--- src/rtl/core/lpcsyn_pkg.sv ---
// lpcsyn_pkg: shared types and constants of the all-pole synthesis filter.
// No dependencies; used by lpcsyn_mac, the top level and the checker.
package lpcsyn_pkg;

	localparam int ORDER_W   = 6;
	localparam int COEF_W    = 24;
	localparam int SAMPLE_W  = 16;
	localparam int FRAC_BITS = 18;
	localparam int SAT_SPAN  = 32768;

	localparam logic [ORDER_W-1:0] ORDER_RESET = 6'd20;

	localparam logic OP_LOAD   = 1'b0;
	localparam logic OP_FILTER = 1'b1;

	typedef logic signed [COEF_W-1:0]   coef_t;
	typedef logic signed [SAMPLE_W-1:0] sample_t;

	typedef struct packed {
		logic clear;
		logic mul_en;
	} mac_ctl_t;

	typedef struct packed {
		logic busy;
	} mac_sts_t;

endpackage

--- src/rtl/core/lpcsyn_ram.sv ---
// lpcsyn_ram: single-write, single-read store with registered read data.
// Per-entry valid bits make unwritten entries read as zero after reset.
// Depends on nothing.
module lpcsyn_ram #(
	parameter int WIDTH = 16,
	parameter int DEPTH = 32
) (
	input  logic             clk,
	input  logic             arst_n,
	input  logic             we,
	input  logic [((DEPTH > 1) ? $clog2(DEPTH) : 1)-1:0] waddr,
	input  logic [WIDTH-1:0] wdata,
	input  logic [((DEPTH > 1) ? $clog2(DEPTH) : 1)-1:0] raddr,
	output logic [WIDTH-1:0] rdata
);

	logic [WIDTH-1:0] mem [DEPTH];
	logic [DEPTH-1:0] valid_q;
	logic [WIDTH-1:0] rdata_q;
	logic             rvld_q;

	always_ff @(posedge clk) begin
		if (we) begin
			mem[waddr] <= wdata;
		end
		rdata_q <= mem[raddr];
	end

	always_ff @(posedge clk or negedge arst_n) begin
		if (!arst_n) begin
			valid_q <= '0;
			rvld_q  <= 1'b0;
		end else begin
			if (we) begin
				valid_q[waddr] <= 1'b1;
			end
			rvld_q <= valid_q[raddr];
		end
	end

	assign rdata = rvld_q ? rdata_q : '0;

endmodule

--- src/rtl/core/lpcsyn_mac.sv ---
// lpcsyn_mac: shared multiply-accumulate unit with rounding and saturation.
// Depends on lpcsyn_pkg; driven by the sequencer in the top level.
module lpcsyn_mac #(
	parameter int MAX_ORDER = 32
) (
	input  logic                 clk,
	input  logic                 arst_n,
	input  lpcsyn_pkg::mac_ctl_t ctl,
	input  lpcsyn_pkg::sample_t  residual,
	input  lpcsyn_pkg::coef_t    coef,
	input  lpcsyn_pkg::sample_t  hist,
	output lpcsyn_pkg::sample_t  y,
	output logic                 sat,
	output lpcsyn_pkg::mac_sts_t sts
);

	localparam int PROD_W = lpcsyn_pkg::COEF_W + lpcsyn_pkg::SAMPLE_W;
	localparam int ACC_W  = PROD_W + $clog2(MAX_ORDER + 1) + 1;
	localparam logic signed [ACC_W-1:0] HALF  = ACC_W'(1) << (lpcsyn_pkg::FRAC_BITS - 1);
	localparam logic signed [ACC_W-1:0] Y_MAX = ACC_W'(lpcsyn_pkg::SAT_SPAN - 1);
	localparam logic signed [ACC_W-1:0] Y_MIN = ACC_W'(-lpcsyn_pkg::SAT_SPAN);

	logic signed [PROD_W-1:0] prod_c;
	logic signed [PROD_W-1:0] prod_s2;
	logic                     vld_s2;
	logic signed [ACC_W-1:0]  acc_q;
	logic signed [ACC_W-1:0]  rnd_c;
	logic signed [ACC_W-1:0]  yfull_c;

	assign prod_c = coef * hist;

	always_ff @(posedge clk or negedge arst_n) begin
		if (!arst_n) begin
			vld_s2 <= 1'b0;
		end else begin
			vld_s2 <= ctl.mul_en;
		end
	end

	always_ff @(posedge clk) begin
		prod_s2 <= prod_c;
		if (ctl.clear) begin
			acc_q <= ACC_W'(residual) <<< lpcsyn_pkg::FRAC_BITS;
		end else if (vld_s2) begin
			acc_q <= acc_q + ACC_W'(prod_s2);
		end
	end

	assign rnd_c   = acc_q + HALF;
	assign yfull_c = rnd_c >>> lpcsyn_pkg::FRAC_BITS;

	always_comb begin
		y   = yfull_c[lpcsyn_pkg::SAMPLE_W-1:0];
		sat = 1'b0;
		priority if (yfull_c > Y_MAX) begin
			y   = Y_MAX[lpcsyn_pkg::SAMPLE_W-1:0];
			sat = 1'b1;
		end else if (yfull_c < Y_MIN) begin
			y   = Y_MIN[lpcsyn_pkg::SAMPLE_W-1:0];
			sat = 1'b1;
		end
	end

	assign sts.busy = vld_s2;

endmodule

--- src/rtl/core/lpc_all_pole_synthesis_filter.sv ---
// Direct-form all-pole synthesis filter. A load request (operation 0) writes one
// Q5.18 tap coefficient and returns nothing. A filter request (operation 1)
// returns one rounded, saturated 16-bit sample: one multiply-accumulate per tap
// through a single shared multiplier fed by the coefficient and history memories,
// then the read, product and accumulate pipeline drains, and the sum is rounded,
// saturated and written to the history and the result register. The input is not
// ready while a filter request is in progress; one finished result may wait in the
// output register while the next request is taken. The order register is written
// through its own channel, which is always ready.
// Depends on lpcsyn_pkg, lpcsyn_ram and lpcsyn_mac.
module lpc_all_pole_synthesis_filter #(
	parameter int MAX_ORDER = 32
) (
	input  logic        clk,
	input  logic        arst_n,
	input  logic        cfg_valid,
	output logic        cfg_ready,
	input  logic [5:0]  order_in_use,
	input  logic        in_valid,
	output logic        in_ready,
	input  logic        operation,
	input  logic [5:0]  coef_index,
	input  logic signed [23:0] coef_value,
	input  logic signed [15:0] residual_in,
	output logic        out_valid,
	input  logic        out_ready,
	output logic signed [15:0] sample_out,
	output logic        saturated
);

	localparam int AW = (MAX_ORDER > 1) ? $clog2(MAX_ORDER) : 1;
	localparam int CW = $clog2(MAX_ORDER + 1);
	localparam logic [lpcsyn_pkg::ORDER_W:0] MAX_EXT = (lpcsyn_pkg::ORDER_W + 1)'(MAX_ORDER);
	localparam logic [AW-1:0] LAST_SLOT = AW'(MAX_ORDER - 1);

	localparam logic [1:0] ST_IDLE  = 2'd0;
	localparam logic [1:0] ST_RUN   = 2'd1;
	localparam logic [1:0] ST_DRAIN = 2'd2;
	localparam logic [1:0] ST_FIN   = 2'd3;

	logic [1:0]                       state_q;
	logic [lpcsyn_pkg::ORDER_W-1:0]   order_q;
	logic [CW-1:0]                    taps_q;
	logic [CW-1:0]                    taps_c;
	logic [CW-1:0]                    cnt_q;
	logic [CW-1:0]                    cnt_inc;
	logic [AW-1:0]                    slot_q;
	logic [AW-1:0]                    ptr_q;
	logic [AW-1:0]                    ptr_nxt;
	logic                             rd_s1;
	logic                             issue;
	logic                             in_fire;
	logic                             load_we;
	logic                             fin_fire;
	logic [lpcsyn_pkg::ORDER_W-1:0]   idx_m1;
	logic                             out_valid_q;
	lpcsyn_pkg::sample_t              sample_q;
	logic                             sat_q;
	lpcsyn_pkg::coef_t                coef_rd;
	lpcsyn_pkg::sample_t              hist_rd;
	lpcsyn_pkg::sample_t              y_c;
	logic                             sat_c;
	lpcsyn_pkg::mac_ctl_t             mac_ctl;
	lpcsyn_pkg::mac_sts_t             mac_sts;

	assign cfg_ready = 1'b1;
	assign in_ready  = (state_q == ST_IDLE);
	assign in_fire   = in_valid && in_ready;
	assign idx_m1    = coef_index - 6'd1;
	assign load_we   = in_fire && (operation == lpcsyn_pkg::OP_LOAD) &&
	                   (coef_index != '0) && ({1'b0, coef_index} <= MAX_EXT);
	assign issue     = (state_q == ST_RUN);
	assign cnt_inc   = cnt_q + CW'(1);
	assign fin_fire  = (state_q == ST_FIN) && (!out_valid_q || out_ready);
	assign ptr_nxt   = (ptr_q == LAST_SLOT) ? '0 : ptr_q + AW'(1);

	always_comb begin
		if ({1'b0, order_q} > MAX_EXT) begin
			taps_c = CW'(MAX_ORDER);
		end else begin
			taps_c = CW'(order_q);
		end
	end

	always_ff @(posedge clk or negedge arst_n) begin
		if (!arst_n) begin
			order_q <= lpcsyn_pkg::ORDER_RESET;
		end else if (cfg_valid && cfg_ready) begin
			order_q <= order_in_use;
		end
	end

	always_ff @(posedge clk or negedge arst_n) begin
		if (!arst_n) begin
			state_q     <= ST_IDLE;
			taps_q      <= '0;
			cnt_q       <= '0;
			slot_q      <= '0;
			ptr_q       <= '0;
			rd_s1       <= 1'b0;
			out_valid_q <= 1'b0;
		end else begin
			rd_s1 <= issue;
			unique case (state_q)
				ST_IDLE: begin
					if (in_fire && (operation == lpcsyn_pkg::OP_FILTER)) begin
						taps_q  <= taps_c;
						cnt_q   <= '0;
						slot_q  <= ptr_q;
						state_q <= (taps_c != '0) ? ST_RUN : ST_DRAIN;
					end
				end
				ST_RUN: begin
					cnt_q  <= cnt_inc;
					slot_q <= (slot_q == '0) ? LAST_SLOT : slot_q - AW'(1);
					if (cnt_inc == taps_q) begin
						state_q <= ST_DRAIN;
					end
				end
				ST_DRAIN: begin
					if (!rd_s1 && !mac_sts.busy) begin
						state_q <= ST_FIN;
					end
				end
				ST_FIN: begin
					if (fin_fire) begin
						ptr_q   <= ptr_nxt;
						state_q <= ST_IDLE;
					end
				end
				default: state_q <= ST_IDLE;
			endcase
			if (fin_fire) begin
				out_valid_q <= 1'b1;
			end else if (out_ready) begin
				out_valid_q <= 1'b0;
			end
		end
	end

	always_ff @(posedge clk) begin
		if (fin_fire) begin
			sample_q <= y_c;
			sat_q    <= sat_c;
		end
	end

	assign out_valid  = out_valid_q;
	assign sample_out = sample_q;
	assign saturated  = sat_q;

	assign mac_ctl.clear  = in_fire && (operation == lpcsyn_pkg::OP_FILTER);
	assign mac_ctl.mul_en = rd_s1;

	lpcsyn_ram #(
		.WIDTH (lpcsyn_pkg::COEF_W),
		.DEPTH (MAX_ORDER)
	) u_coef_ram (
		.clk    (clk),
		.arst_n (arst_n),
		.we     (load_we),
		.waddr  (idx_m1[AW-1:0]),
		.wdata  (coef_value),
		.raddr  (cnt_q[AW-1:0]),
		.rdata  (coef_rd)
	);

	lpcsyn_ram #(
		.WIDTH (lpcsyn_pkg::SAMPLE_W),
		.DEPTH (MAX_ORDER)
	) u_hist_ram (
		.clk    (clk),
		.arst_n (arst_n),
		.we     (fin_fire),
		.waddr  (ptr_nxt),
		.wdata  (y_c),
		.raddr  (slot_q),
		.rdata  (hist_rd)
	);

	lpcsyn_mac #(
		.MAX_ORDER (MAX_ORDER)
	) u_mac (
		.clk      (clk),
		.arst_n   (arst_n),
		.ctl      (mac_ctl),
		.residual (residual_in),
		.coef     (coef_rd),
		.hist     (hist_rd),
		.y        (y_c),
		.sat      (sat_c),
		.sts      (mac_sts)
	);

endmodule

--- config.mk ---
export PLATFORM = sky130hd
export DESIGN_NAME = lpc_all_pole_synthesis_filter
export DESIGN_NICKNAME = d
export VERILOG_FILES = /design/src/rtl/core/lpcsyn_pkg.sv /design/src/rtl/core/lpcsyn_ram.sv /design/src/rtl/core/lpcsyn_mac.sv /design/src/rtl/core/lpc_all_pole_synthesis_filter.sv
export SDC_FILE = /design/constraint.sdc
export NUM_CORES = 2
export LEC_CHECK = 0
export ABC_CLOCK_PERIOD_IN_PS = 7700
export BUFFER_PORTS_ARGS = -buffer_cell sky130_fd_sc_hd__buf_2
export CAP_MARGIN = 20
export CORE_MARGIN = 5
export CORE_UTILIZATION = 64
export DETAILED_ROUTE_END_ITERATION = 8
export GPL_TIMING_DRIVEN = 0
export HOLD_SLACK_MARGIN = 0.03
export MAX_ROUTING_LAYER = met4
export PLACE_DENSITY = 0.91
export RECOVER_POWER = 100
export SLEW_MARGIN = 20
export SYNTH_ARGS = -nofsm -noshare
export SYNTH_HDL_FRONTEND = slang
export SYNTH_HIERARCHICAL = 1
export SYNTH_SLANG_ARGS = --single-unit
--- constraint.sdc ---
create_clock -name clk -period 7.7 [get_ports clk]
set_input_delay 0.77 -clock clk [delete_from_list [all_inputs] [get_ports clk]]
set_output_delay 0.77 -clock clk [all_outputs]
set_load 0.05 [all_outputs]
==> results_dict.tcl <==
set metrics [dict create \
    ys_ff_latch 1523 \
    ant_nets 0 \
    fin_nets 6441 \
    share_comb_of_total_power_pct 44.5 \
    dieArea_sq_um 126000 \
    end_kind "register" \
    drv_cap 21 \
    finClkSkew_ns 0.0473 \
    vias 49500 \
    fin_ws_ns 0.0369 \
    rsz0062_at_grt "true" \
    syn-num-nets 6155 \
    cts_buffers 147 \
    drc 0 \
    netlist_instances 5566 \
    drive_above_1_share_pct 11.8 \
    synth-edff-count 1326 \
    row_count 126 \
    grt_max_degree 68 \
    placed_area_sq_um 80100 \
    whs_ns 0.238 \
    coreArea_sq_um 118000 \
    seqPwrFrac_pct 32.7 \
    tns_ns 0 \
    max_slew_margin_pct -197 \
    crit_path_start_kind "register" \
    path_class "register to register" \
    max_freq_ghz 0.130 \
    p_leak_nw 33.0 \
    vias_per_cell 6.58 \
    ys_warn_count 6 \
    wl_per_cell_um 27.7 \
    post-route-min-period_ns 7.66 \
    netlist_area_sq_um 76000 \
    crit_top_cell "fa_1" \
    root_buffer "clkbuf_16" \
    worst_pin_slew_ns 4.46 \
    hold_class "primary input to register" \
    finalNonFillerCells 7527 \
    yosysSeqAreaShare_pct 58.2 \
    grt_pass1_wl_um 310000 \
    die_h_um 355 \
    ios 78 \
    ys.flop_type "edfxtp_1" \
    initial_core_util_pct 64.4 \
    cts_buffer_depth 3 \
    worstSkewPairLatency_ns 0.78 \
    required_ns 8.33 \
    path_cells "clkbuf_2, and2_2, clkbuf_2, nand2_1, fa_1, inv_1, fa_1, fa_1, fa_1, fa_1, inv_1, fa_1, inv_1, ha_1, nand4_1, a211oi_1, o31ai_1, a41oi_2, o41ai_4, buf_4, or3_1, o211ai_1, o41ai_1, xnor2_1" \
    critPathMaxStageDelay_ns 0.70 \
    clkPwrFrac_pct 22.8 \
    fp.dieW_um 355 \
    setup_viol 0 \
    cts-htree-levels 4 \
    overflow 0 \
    hpwl_um 139000 \
    grtUsageTotal_pct 33.8 \
    io_buffers 75 \
    finalWirelength_um 209000 \
    hold_viol_final 0 \
    grt_pass1_vias 50200 \
    stdcell_area_sq_um 85200 \
    dp.cells 7235 \
    worstPathArrival_ns 8.29 \
    p_total_mw 32.5 \
    final_core_util_pct 72.2 \
    swShare_pct 40.1 \
    worstPathMaxFanout 10 \
    clk_pin_slew_ns 0.06 \
    first_pass_iters 8 \
    syn_area_per_cell_sq_um 13.7 \
    fin_crit_sh_pct 99.5 \
    areaGrowthSynthToFinish_pct 12.1 \
    antenna_found_initial 16 \
    switchingPower_mw 13.0 \
    place_congestion 0.998 \
    powerDensity_nw_per_um2 381 \
    max-vdd-ir-drop_uv 262 \
    slowest_stage "fa_1" \
    failed_checks "capacitance limit, slew limit" \
    clock-sinks 1523 \
    outcome "complete, but fails checks" \
    ys_types 88 \
    internal_power_mw 19.4 \
    ys_async_sr_fraction_pct 6.50 \
    dp_slack_ns -0.632 \
    drtIter0Drc 7182 \
    cts_tree "built" \
    final_max_slew_viol_count 729 \
]
==> flip-flops by register name, indices dropped and copies added (netlist names), 6 cells and up <==
signal              count
cnt_q                   6
order_q                 6
sample_out             16
taps_q                  6
u_coef_ram/mem        768
u_coef_ram/rdata_q     24
u_coef_ram/valid_q     32
u_hist_ram/mem        512
u_hist_ram/rdata_q     16
u_hist_ram/valid_q     32
u_mac/acc_q            47
u_mac/prod_s2          40
==> path summary, 6_finish.rpt <==
kind                       depth (start not counted)                   startpoint                                  to  slack (ns)
max                                               24  u_hist_ram/rvld_q$_DFF_PN0_           u_mac/prod_s2[38]$_DFF_P_        0.04
min                                                2              order_in_use[1]              order_q[1]$_DFFE_PN0P_        0.24
max reg2reg                                       24  u_hist_ram/rvld_q$_DFF_PN0_           u_mac/prod_s2[38]$_DFF_P_        0.04
min reg2reg                                        0              rd_s1$_DFF_PN0_                 u_mac/sts$_DFF_PN0_        0.37
max in group asynchronous                          3                       arst_n  u_coef_ram/valid_q[13]$_DFFE_PN0P_        1.40
min in group asynchronous                          2                       arst_n              order_q[0]$_DFFE_PN0P_        1.17
==> power groups by stage <==
stage	Clock, mW	Sequential [mW]	Combinational [mW]
finish	7.41	10.6	14.4
global route	7.81	10.7	15.5
CTS	7.44	10.6	14.0
detailed placement	0	10.8	13.8
global placement	0	10.8	12.8
floorplan	0	10.7	9.24
==> layout make-up <==
class | instances | area [sq um]
diodes | 15 | 37.5
plain buffers | 265 | 1700
clock buffers | 181 | 3960
clock inverters | 92 | 975
fillers | 6910 | 32900
inverters | 474 | 1780
multi-input cells | 3303 | 29000
flip-flops and latches | 1523 | 44300
well taps | 1536 | 1920
repair buffers | 138 | 1590
==> per-layer routing <==
| layer | global-route usage [%] | vias up | share of wire [%] |
|---|---|---|---|
| met4 | 16.3 | 0 | 5.9 |
| li1 | - | 20600 | - |
| met3 | 7.32 | 795 | 12 |
| met5 | - | - | 0 |
| met1 | 42.0 | 24400 | 35 |
| met2 | 53.5 | 3685 | 48 |
==> critical path, delay by kind of cell, from the launching register on <==
family | cells | cell delay, ns
xor gates and xnor gates | 1 | 0.38
and+or+nand+nor | 4 | 1.05
DFF | 1 | 0.43
AOI/OAI and AO/OA | 6 | 1.14
buffers and inverters | 6 | 0.91
adders and majority gates | 7 | 3.61
==> cells by family after synthesis <==
| kind of cell | count (synthesis) | share of synthesized area, % |
|---|---|---|
| AOI/OAI and AO/OA | 732 | 6.49 |
| other | 1 | 0.00493 |
| adders and majority gates | 531 | 12.4 |
| xor gates and xnor gates | 108 | 1.24 |
| muxes | 700 | 9.24 |
| buffers and inverters | 740 | 4.45 |
| DFF | 1523 | 58.2 |
| and+or+nand+nor | 1231 | 7.91 |
==> timing repair <==
item | CTS | global route
pin swaps | 0 | 5
endpoints found under the setup margin | 9 | 8
hold endpoints to repair | 30 | 0
buffers inserted | 0 | 3
hold buffers | 1 | 0
gates resized for setup | 48 | 92
cloned | 0 | 0
==> synthesized netlist by cell type, drive strengths merged, types with 141 or more instances <==
cell type	n	area (sq um)
fa	375	7510
a22oi	143	1070
buf	141	1110
and2	198	1240
nor2	165	629
a21oi	195	980
ha	156	1950
nand3	157	786
mux2i	686	6870
edfxtp	1326	39800
nand2	430	1610
inv	473	1780
==> cell usage in the layout (no fill, tap or decap), drive strengths merged, types with 69 or more instances in the layout <==
cell,instances
a22oi,143
nand2,430
nor2,165
a21oi,195
buf,255
ha,156
fa,375
nor3,69
edfxtp,1326
dfxtp,98
clkbuf,328
and2,198
a22o,87
mux2i,686
dfrtp,97
o21ai,99
or2,70
nand3,157
inv,484
Note: power is estimated with default switching activity, not from simulation.
